## src/rtl/core/asp_pkg.sv

```systemverilog
// shared types and character codes for the add/subtract/parenthesis evaluator
package asp_pkg;

	// ascii codes recognized by the evaluator
	localparam logic [7:0] CHAR_ZERO   = 8'h30;
	localparam logic [7:0] CHAR_NINE   = 8'h39;
	localparam logic [7:0] CHAR_LPAREN = 8'h28;
	localparam logic [7:0] CHAR_RPAREN = 8'h29;
	localparam logic [7:0] CHAR_PLUS   = 8'h2B;
	localparam logic [7:0] CHAR_MINUS  = 8'h2D;

	localparam int unsigned VALUE_W = 32;

	// one saved nesting level: outer sum and the sign in force before '('
	typedef struct packed {
		logic [VALUE_W-1:0] sum;
		logic               neg;
	} asp_entry_t;

endpackage

```

## src/rtl/core/asp_char_if.sv

```systemverilog
// input channel: one character item with its end-of-expression flag
interface asp_char_if;
	logic       valid;
	logic       ready;
	logic [7:0] char_code;
	logic       last_char;

	modport source (output valid, output char_code, output last_char, input ready);
	modport sink (input valid, input char_code, input last_char, output ready);
endinterface

```

## src/rtl/core/asp_result_if.sv

```systemverilog
// output channel: evaluated value and error flag
interface asp_result_if;
	logic               valid;
	logic               ready;
	logic signed [31:0] value;
	logic               error;

	modport source (output valid, output value, output error, input ready);
	modport sink (input valid, input value, input error, output ready);
endinterface

```

## src/rtl/core/asp_stack.sv

```systemverilog
// nesting stack memory: one write port, one registered read port
module asp_stack #(
	parameter int unsigned DEPTH = 32,
	parameter int unsigned AW    = 5
) (
	input  logic                clk,
	input  logic                wr_en,
	input  logic [AW-1:0]       wr_addr,
	input  asp_pkg::asp_entry_t wr_data,
	input  logic                rd_en,
	input  logic [AW-1:0]       rd_addr,
	output asp_pkg::asp_entry_t rd_data
);
	import asp_pkg::*;

	asp_entry_t mem [0:DEPTH-1];
	asp_entry_t rd_data_q;

	// write port
	always_ff @(posedge clk) begin
		if (wr_en) begin
			mem[wr_addr] <= wr_data;
		end
	end

	// registered read port
	always_ff @(posedge clk) begin
		if (rd_en) begin
			rd_data_q <= mem[rd_addr];
		end
	end

	assign rd_data = rd_data_q;
endmodule

```

## src/rtl/core/add_sub_paren_expression_eval.sv

```systemverilog
// Streaming evaluator of decimal +/- expressions with parentheses.
// Throughput: one character item per cycle while no last_char item waits on an untaken earlier result.
// The last_char item is held in the input register, and its result is then loaded into the result register.
// Stack: top entry in flops, the entry below it prefetched from a one-port-write,
//   one-port-read memory so back-to-back ')' items need no wait.
// Reset clears sum, sign, digit accumulator, level, error and valid flags; stack contents are not cleared.
module add_sub_paren_expression_eval #(
	parameter int unsigned NEST_DEPTH = 32
) (
	input logic         clk,
	input logic         arst_n,
	asp_char_if.sink    chars,
	asp_result_if.source results
);
	import asp_pkg::*;

	localparam int unsigned LW = $clog2(NEST_DEPTH + 1);
	localparam int unsigned AW = (NEST_DEPTH > 1) ? $clog2(NEST_DEPTH) : 1;

	// input register
	logic       valid_s1;
	logic [7:0] char_s1;
	logic       last_s1;

	// evaluator state
	logic [VALUE_W-1:0] sum_q;
	logic               neg_q;
	logic [VALUE_W-1:0] acc_q;
	logic [LW-1:0]      level_q;
	logic               err_q;
	asp_entry_t         top_q;
	asp_entry_t         below;

	// result register
	logic               out_valid_q;
	logic [VALUE_W-1:0] out_value_q;
	logic               out_error_q;

	logic go;
	logic slot_free;
	logic in_accept;

	// flow control
	assign slot_free = !out_valid_q || results.ready;
	assign go        = valid_s1 && (!last_s1 || slot_free);
	assign chars.ready = !valid_s1 || go;
	assign in_accept = chars.valid && chars.ready;

	always_ff @(posedge clk or negedge arst_n) begin
		if (!arst_n) begin
			valid_s1 <= 1'b0;
		end else if (in_accept) begin
			valid_s1 <= 1'b1;
		end else if (go) begin
			valid_s1 <= 1'b0;
		end
	end

	always_ff @(posedge clk) begin
		if (in_accept) begin
			char_s1 <= chars.char_code;
			last_s1 <= chars.last_char;
		end
	end

	// next-state logic
	logic               is_digit;
	logic [3:0]         digit_off;
	logic [VALUE_W-1:0] acc_dig;
	logic [VALUE_W-1:0] fold;
	logic [VALUE_W-1:0] fold_dig;
	logic [VALUE_W-1:0] inner;
	logic [VALUE_W-1:0] n_sum;
	logic               n_neg;
	logic [VALUE_W-1:0] n_acc;
	logic [LW-1:0]      n_level;
	logic               n_err;
	asp_entry_t         n_top;
	logic               push;
	logic [VALUE_W-1:0] res_value;
	logic [AW-1:0]      rd_idx;

	always_comb begin
		is_digit  = (char_s1 >= CHAR_ZERO) && (char_s1 <= CHAR_NINE);
		digit_off = 4'(char_s1 - CHAR_ZERO);
		acc_dig   = {acc_q[VALUE_W-4:0], 3'b000} + {acc_q[VALUE_W-2:0], 1'b0}
			+ {{(VALUE_W-4){1'b0}}, digit_off};
		fold      = neg_q ? (sum_q - acc_q) : (sum_q + acc_q);
		fold_dig  = neg_q ? (sum_q - acc_dig) : (sum_q + acc_dig);
		inner     = top_q.neg ? (VALUE_W'(0) - fold) : fold;

		n_sum   = sum_q;
		n_neg   = neg_q;
		n_acc   = acc_q;
		n_level = level_q;
		n_err   = err_q;
		n_top   = top_q;
		push    = 1'b0;

		if (is_digit) begin
			n_acc = acc_dig;
		end else begin
			n_acc = '0;
			n_sum = fold;
			unique case (char_s1)
				CHAR_LPAREN: begin
					if (level_q < LW'(NEST_DEPTH)) begin
						push      = 1'b1;
						n_level   = level_q + LW'(1);
						n_sum     = '0;
						n_neg     = 1'b0;
						n_top.sum = fold;
						n_top.neg = neg_q;
					end else begin
						n_err = 1'b1;
					end
				end
				CHAR_RPAREN: begin
					if (level_q != '0) begin
						n_level = level_q - LW'(1);
						n_sum   = inner + top_q.sum;
						n_top   = below;
					end else begin
						n_err = 1'b1;
					end
				end
				CHAR_PLUS:  n_neg = 1'b0;
				CHAR_MINUS: n_neg = 1'b1;
				default:    ;
			endcase
		end

		// final fold: only a digit item leaves a pending number
		res_value = is_digit ? fold_dig : n_sum;

		// prefetch the entry below the new top
		rd_idx = AW'(n_level - LW'(2));
	end

	// stack memory
	asp_stack #(
		.DEPTH (NEST_DEPTH),
		.AW    (AW)
	) u_stack (
		.clk     (clk),
		.wr_en   (go && push),
		.wr_addr (level_q[AW-1:0]),
		.wr_data (n_top),
		.rd_en   (go),
		.rd_addr (rd_idx),
		.rd_data (below)
	);

	// state registers, cleared after the last item of an expression
	always_ff @(posedge clk or negedge arst_n) begin
		if (!arst_n) begin
			sum_q   <= '0;
			neg_q   <= 1'b0;
			acc_q   <= '0;
			level_q <= '0;
			err_q   <= 1'b0;
		end else if (go) begin
			if (last_s1) begin
				sum_q   <= '0;
				neg_q   <= 1'b0;
				acc_q   <= '0;
				level_q <= '0;
				err_q   <= 1'b0;
			end else begin
				sum_q   <= n_sum;
				neg_q   <= n_neg;
				acc_q   <= n_acc;
				level_q <= n_level;
				err_q   <= n_err;
			end
		end
	end

	always_ff @(posedge clk) begin
		if (go) begin
			top_q <= n_top;
		end
	end

	// result register
	always_ff @(posedge clk or negedge arst_n) begin
		if (!arst_n) begin
			out_valid_q <= 1'b0;
		end else if (go && last_s1) begin
			out_valid_q <= 1'b1;
		end else if (results.ready) begin
			out_valid_q <= 1'b0;
		end
	end

	always_ff @(posedge clk) begin
		if (go && last_s1) begin
			out_value_q <= res_value;
			out_error_q <= n_err;
		end
	end

	assign results.valid = out_valid_q;
	assign results.value = out_value_q;
	assign results.error = out_error_q;
endmodule

```

## src/flat_wrapper.sv

```systemverilog
// flat-port wrapper written by rule: the top's interface ports become plain ports
module add_sub_paren_expression_eval_flat import asp_pkg::*;
#(
	parameter int unsigned NEST_DEPTH = 32
)
  (clk, arst_n, chars_valid, chars_char_code, chars_last_char, chars_ready, results_valid, results_value, results_error, results_ready);
  asp_char_if chars_i ();
  asp_result_if results_i ();
  input logic clk;
  input logic arst_n;
  input wire logic [$bits(chars_i.valid)-1:0] chars_valid;
  input wire logic [$bits(chars_i.char_code)-1:0] chars_char_code;
  input wire logic [$bits(chars_i.last_char)-1:0] chars_last_char;
  output wire logic [$bits(chars_i.ready)-1:0] chars_ready;
  output wire logic [$bits(results_i.valid)-1:0] results_valid;
  output wire logic [$bits(results_i.value)-1:0] results_value;
  output wire logic [$bits(results_i.error)-1:0] results_error;
  input wire logic [$bits(results_i.ready)-1:0] results_ready;
  assign chars_i.valid = chars_valid;
  assign chars_i.char_code = chars_char_code;
  assign chars_i.last_char = chars_last_char;
  assign chars_ready = chars_i.ready;
  assign results_valid = results_i.valid;
  assign results_value = results_i.value;
  assign results_error = results_i.error;
  assign results_i.ready = results_ready;
  add_sub_paren_expression_eval #(.NEST_DEPTH(NEST_DEPTH)) u_core (.clk(clk), .arst_n(arst_n), .chars(chars_i), .results(results_i));
endmodule
```

## config.mk

```make
export PLATFORM = sky130hd
export DESIGN_NAME = add_sub_paren_expression_eval_flat
export DESIGN_NICKNAME = d
export VERILOG_FILES = /design/src/rtl/core/asp_pkg.sv /design/src/rtl/core/asp_char_if.sv /design/src/rtl/core/asp_result_if.sv /design/src/rtl/core/asp_stack.sv /design/src/rtl/core/add_sub_paren_expression_eval.sv /design/src/flat_wrapper.sv
export SDC_FILE = /design/constraint.sdc
export NUM_CORES = 2
export LEC_CHECK = 0
export BUFFER_PORTS_ARGS = -buffer_cell sky130_fd_sc_hd__buf_2
export CAP_MARGIN = 40
export CORE_MARGIN = 3
export CORE_UTILIZATION = 55
export DETAILED_ROUTE_END_ITERATION = 6
export PLACE_DENSITY = 0.74
export SYNTH_ARGS = -nofsm -noshare
export SYNTH_HDL_FRONTEND = slang
export SYNTH_SLANG_ARGS = --single-unit
```

## constraint.sdc

```tcl
create_clock -name clk -period 6.4 [get_ports clk]
set_input_delay 0.32 -clock clk [delete_from_list [all_inputs] [get_ports clk]]
set_output_delay 0.32 -clock clk [all_outputs]
set_load 0.005 [all_outputs]
```

==> results.sh <==
export IMPL_status="complete, but fails checks"
export IMPL_violations="negative setup slack"
export IMPL_path_delay_family="compound AO/OA/AOI/OAI gates"
export IMPL_synth_top_area_cell="edfxtp_1"
export IMPL_layout_nets=5045
export IMPL_wl_um=154000
export IMPL_cts_max_path_buffers=3
export IMPL_r2r_setup_slack_ns=-0.16
export IMPL_start_util_pct=55.84
export IMPL_drive_gt1_share_pct=16.92
export IMPL_slowest_stage="or4_4"
export IMPL_synthFlopType="edfxtp_1"
export IMPL_finalHoldViolCount=0
export IMPL_cts_tree="yes"
export IMPL_io_pins=48
export IMPL_fin_cells=6350
export IMPL_drtIter0Drc=4728
export IMPL_fin_worst_skew_ns=0.05704
export IMPL_regArea_um2=36810
export IMPL_cts_sinks=1238
export IMPL_start_kind="flip-flop"
export IMPL_worst_pin_slew_ns=0.9589
export IMPL_placed_cells=6084
export IMPL_avgSynthCellArea_um2=12.66
export IMPL_async_flop_share_pct=5.977
export IMPL_die_x_um=331.3
export IMPL_synth_top_cell_area_share_pct=60.05
export IMPL_antenna_found_initial=0
export IMPL_vias=39870
export IMPL_synth_seq_cells=1238
export IMPL_synthTopCellsByArea="edfxtp_1 60%, nand2_1 4.5%, a211oi_1 3.6%"
export IMPL_worstPathMaxFanout=4
export IMPL_area_delta_synth_final_pct=15.97
export IMPL_yosys_warnings=0
export IMPL_setup_violations_final=4
export IMPL_synth_edff_count=1164
export IMPL_ir_worst_vdd_mv=0.3754
export IMPL_vias_per_cell=6.279
export IMPL_htreeDepth=3
export IMPL_synth_top_cells_by_count="1164 x edfxtp_1, 693 x nand2_1, 286 x a31oi_1"
export IMPL_die_area_um2=109800
export IMPL_cts_reportedPaths_clkPinSlew_ns=0.07
export IMPL_rsz0062_at_grt="yes"
export IMPL_post_place_ws_ns=-0.2623
export IMPL_max_slew_margin_pct=36.07
export IMPL_post_route_period_util_pct=102.5
export IMPL_p_leak_nw=23.88
export IMPL_drv_slew=0
export IMPL_syn_num_nets=4777
export IMPL_clockRootBuffer="clkbuf_16"
export IMPL_required_ns=6.88
export IMPL_io_buffer_count=47
export IMPL_power_density_nw_per_um2=366.0
export IMPL_cp_data_arrival_time_ns=7.04
export IMPL_design_area_um2=67500
export IMPL_crit_buf_inv=1
export IMPL_ys_seq_area_share_pct=63.23
export IMPL_drc=0
export IMPL_syn_cell_area_um2=58210
export IMPL_multi_input_area_um2=21000
export IMPL_fp_row_count=118
export IMPL_utilization_pct=64.76
export IMPL_synthCells=4596
export IMPL_insertion_delay_ns=0.75
export IMPL_fmax_mhz=152.5
export IMPL_die_y_um=331.3
export IMPL_worst_slack_ns=-0.1569
export IMPL_finalCriticalPeriod_ns=6.557
export IMPL_wl_per_cell_um=24.26
export IMPL_insertedDiodeCount=0
export IMPL_track_usage_pct=27.32
export IMPL_grt_max_degree=179
export IMPL_grt_pass1_wl_um=231600
export IMPL_dr_pass1_iters=6
export IMPL_r2r_end="u_core.results.value[31]"
export IMPL_place_gp_congestion=0.9551
export IMPL_cpPeakStageDelay_ns=0.54
export IMPL_place_area_um2=62870
export IMPL_grt_overflow=0
export IMPL_first_global_vias=38460
export IMPL_critPathKind="flip-flop to flip-flop"
export IMPL_drtAntennaViolNets=0
export IMPL_dp_hpwl_um=94680
export IMPL_crit_path_end_kind="flip-flop"
export IMPL_worst_r2r_startpoint="u_core.acc_q[4]"
export IMPL_min_path_type="input port to async pin"
export IMPL_reg2reg_depth=29
export IMPL_timing_hold_ws_ns=0.09086
export IMPL_synth_distinct_cells=94
export IMPL_coreArea_um2=104200
export IMPL_synth_most_common_cell="edfxtp_1"
export IMPL_numCtsBuffers=120
export IMPL_fillers=7426
export IMPL_maxCapViolations=0
-- cell type report --
cell class | count | share of cell area [%]
clock buffer | 143 | 4.638
sequential | 1238 | 54.53
tap | 1380 | 2.558
clock inverter | 85 | 1.129
inverter | 54 | 0.3040
timing repair buffer | 414 | 5.728
multi-input combinational | 3036 | 31.12
-- worst reg2reg max path: cells and delay by family, from the launching register on --
| family | cells | cell delay (ns) |
|---|---|---|
| buffers and inverters | 1 | 0.13 |
| AND/OR/NAND/NOR | 9 | 1.93 |
| XOR/XNOR | 5 | 0.80 |
| AO/OA/AOI/OAI | 11 | 2.30 |
| flip-flops | 1 | 0.40 |
| multiplexers | 1 | 0.19 |
| adder cells (fa/ha/maj) | 2 | 0.57 |
-- metrics by stage --
step | total power [mW] | setup TNS, ns
floorplan | 14.00 | 0
global placement | 16.94 | -0.7697
detailed placement | 17.02 | -0.8348
CTS | 24.15 | -0.1950
global route | 25.89 | -2.828
finish | 24.70 | -0.3324
-- routing by layer --
layer  part of all wire [%]  vias to the layer above  global-route usage [%]
li1                       -                    18020                       -
met1                     41                    19670                   39.18
met2                     46                     1878                   42.92
met3                    9.3                      304                   4.589
met4                    3.1                        0                   8.912
met5                      0                        -                       0
-- cell families after synthesis --
family	after synthesis	share of synthesized area, %
and+or+nand+nor	1372	11.08
DFF	1238	63.23
AOI/OAI and AO/OA	1200	13.69
buffers and inverters	322	2.109
xor gates and xnor gates	190	2.896
adders and majority gates	168	3.676
muxes	106	3.315
-- how the worst max path moves through the flow --
stage / start / end / slack [ns] / cells after the start
2_1_floorplan: u_core.acc_q[4] / u_core.results.value[31] / 0.03 / 28
3_3_place_gp: u_core.acc_q[4] / u_core.results.value[31] / -0.24 / 30
3_5_place_dp: u_core.acc_q[4] / u_core.results.value[31] / -0.26 / 28
4_1_cts: u_core.acc_q[3] / u_core.results.value[31] / -0.12 / 32
5_1_grt: u_core.acc_q[4] / u_core.results.value[31] / -0.38 / 31
6_report: u_core.acc_q[4] / u_core.results.value[31] / -0.16 / 29
-- registers in the layout, summed over array words and instances, names as in the netlist --
register                count
u_core.err_q                1
u_core.u_stack.mem       1056
u_core.neg_q                1
u_core.u_stack.rd_data     33
u_core.results.error        1
u_core.valid_s1             1
u_core.results.valid        1
u_core.acc_q               32
u_core.level_q              6
u_core.top_q               33
u_core.results.value       32
u_core.last_s1              1
u_core.sum_q               32
u_core.char_s1              8
-- what timing repair did --
| action | 4_1_cts | 5_1_grt |
|---|---|---|
| pin swaps | 32 | 40 |
| setup endpoints to repair | 9 | 28 |
| hold buffers | 13 | 0 |
| buffers inserted | 17 | 11 |
| gates cloned | 0 | 0 |
| gates resized for setup | 24 | 82 |
| endpoints found under the hold margin | 85 | 0 |
-- cell usage in the layout (no fill, tap or decap), types with 73 or more instances in the layout --
cell type  Yosys  layout
a211oi_1     279     277
a21oi_1      182     170
a31oi_1      286     283
and2_0       231     230
buf_4          0     290
clkbuf_16      0     121
dfrtp_1       74      73
edfxtp_1    1164    1164
ha_1         163     160
nand2_1      693     691
nor2_1       182     146
o21ai_0      151     119
xnor2_1      121     114
-- power breakdown --
group	switching [mW]	internal, mW	leakage [nW]	total, mW
Sequential	0.143	9.20	11.5	9.34
Combinational	4.57	3.89	10.4	8.45
Clock	3.10	3.81	1.90	6.91
Total	7.81	16.9	23.9	24.7
Note: power is estimated with default switching activity, not from simulation.
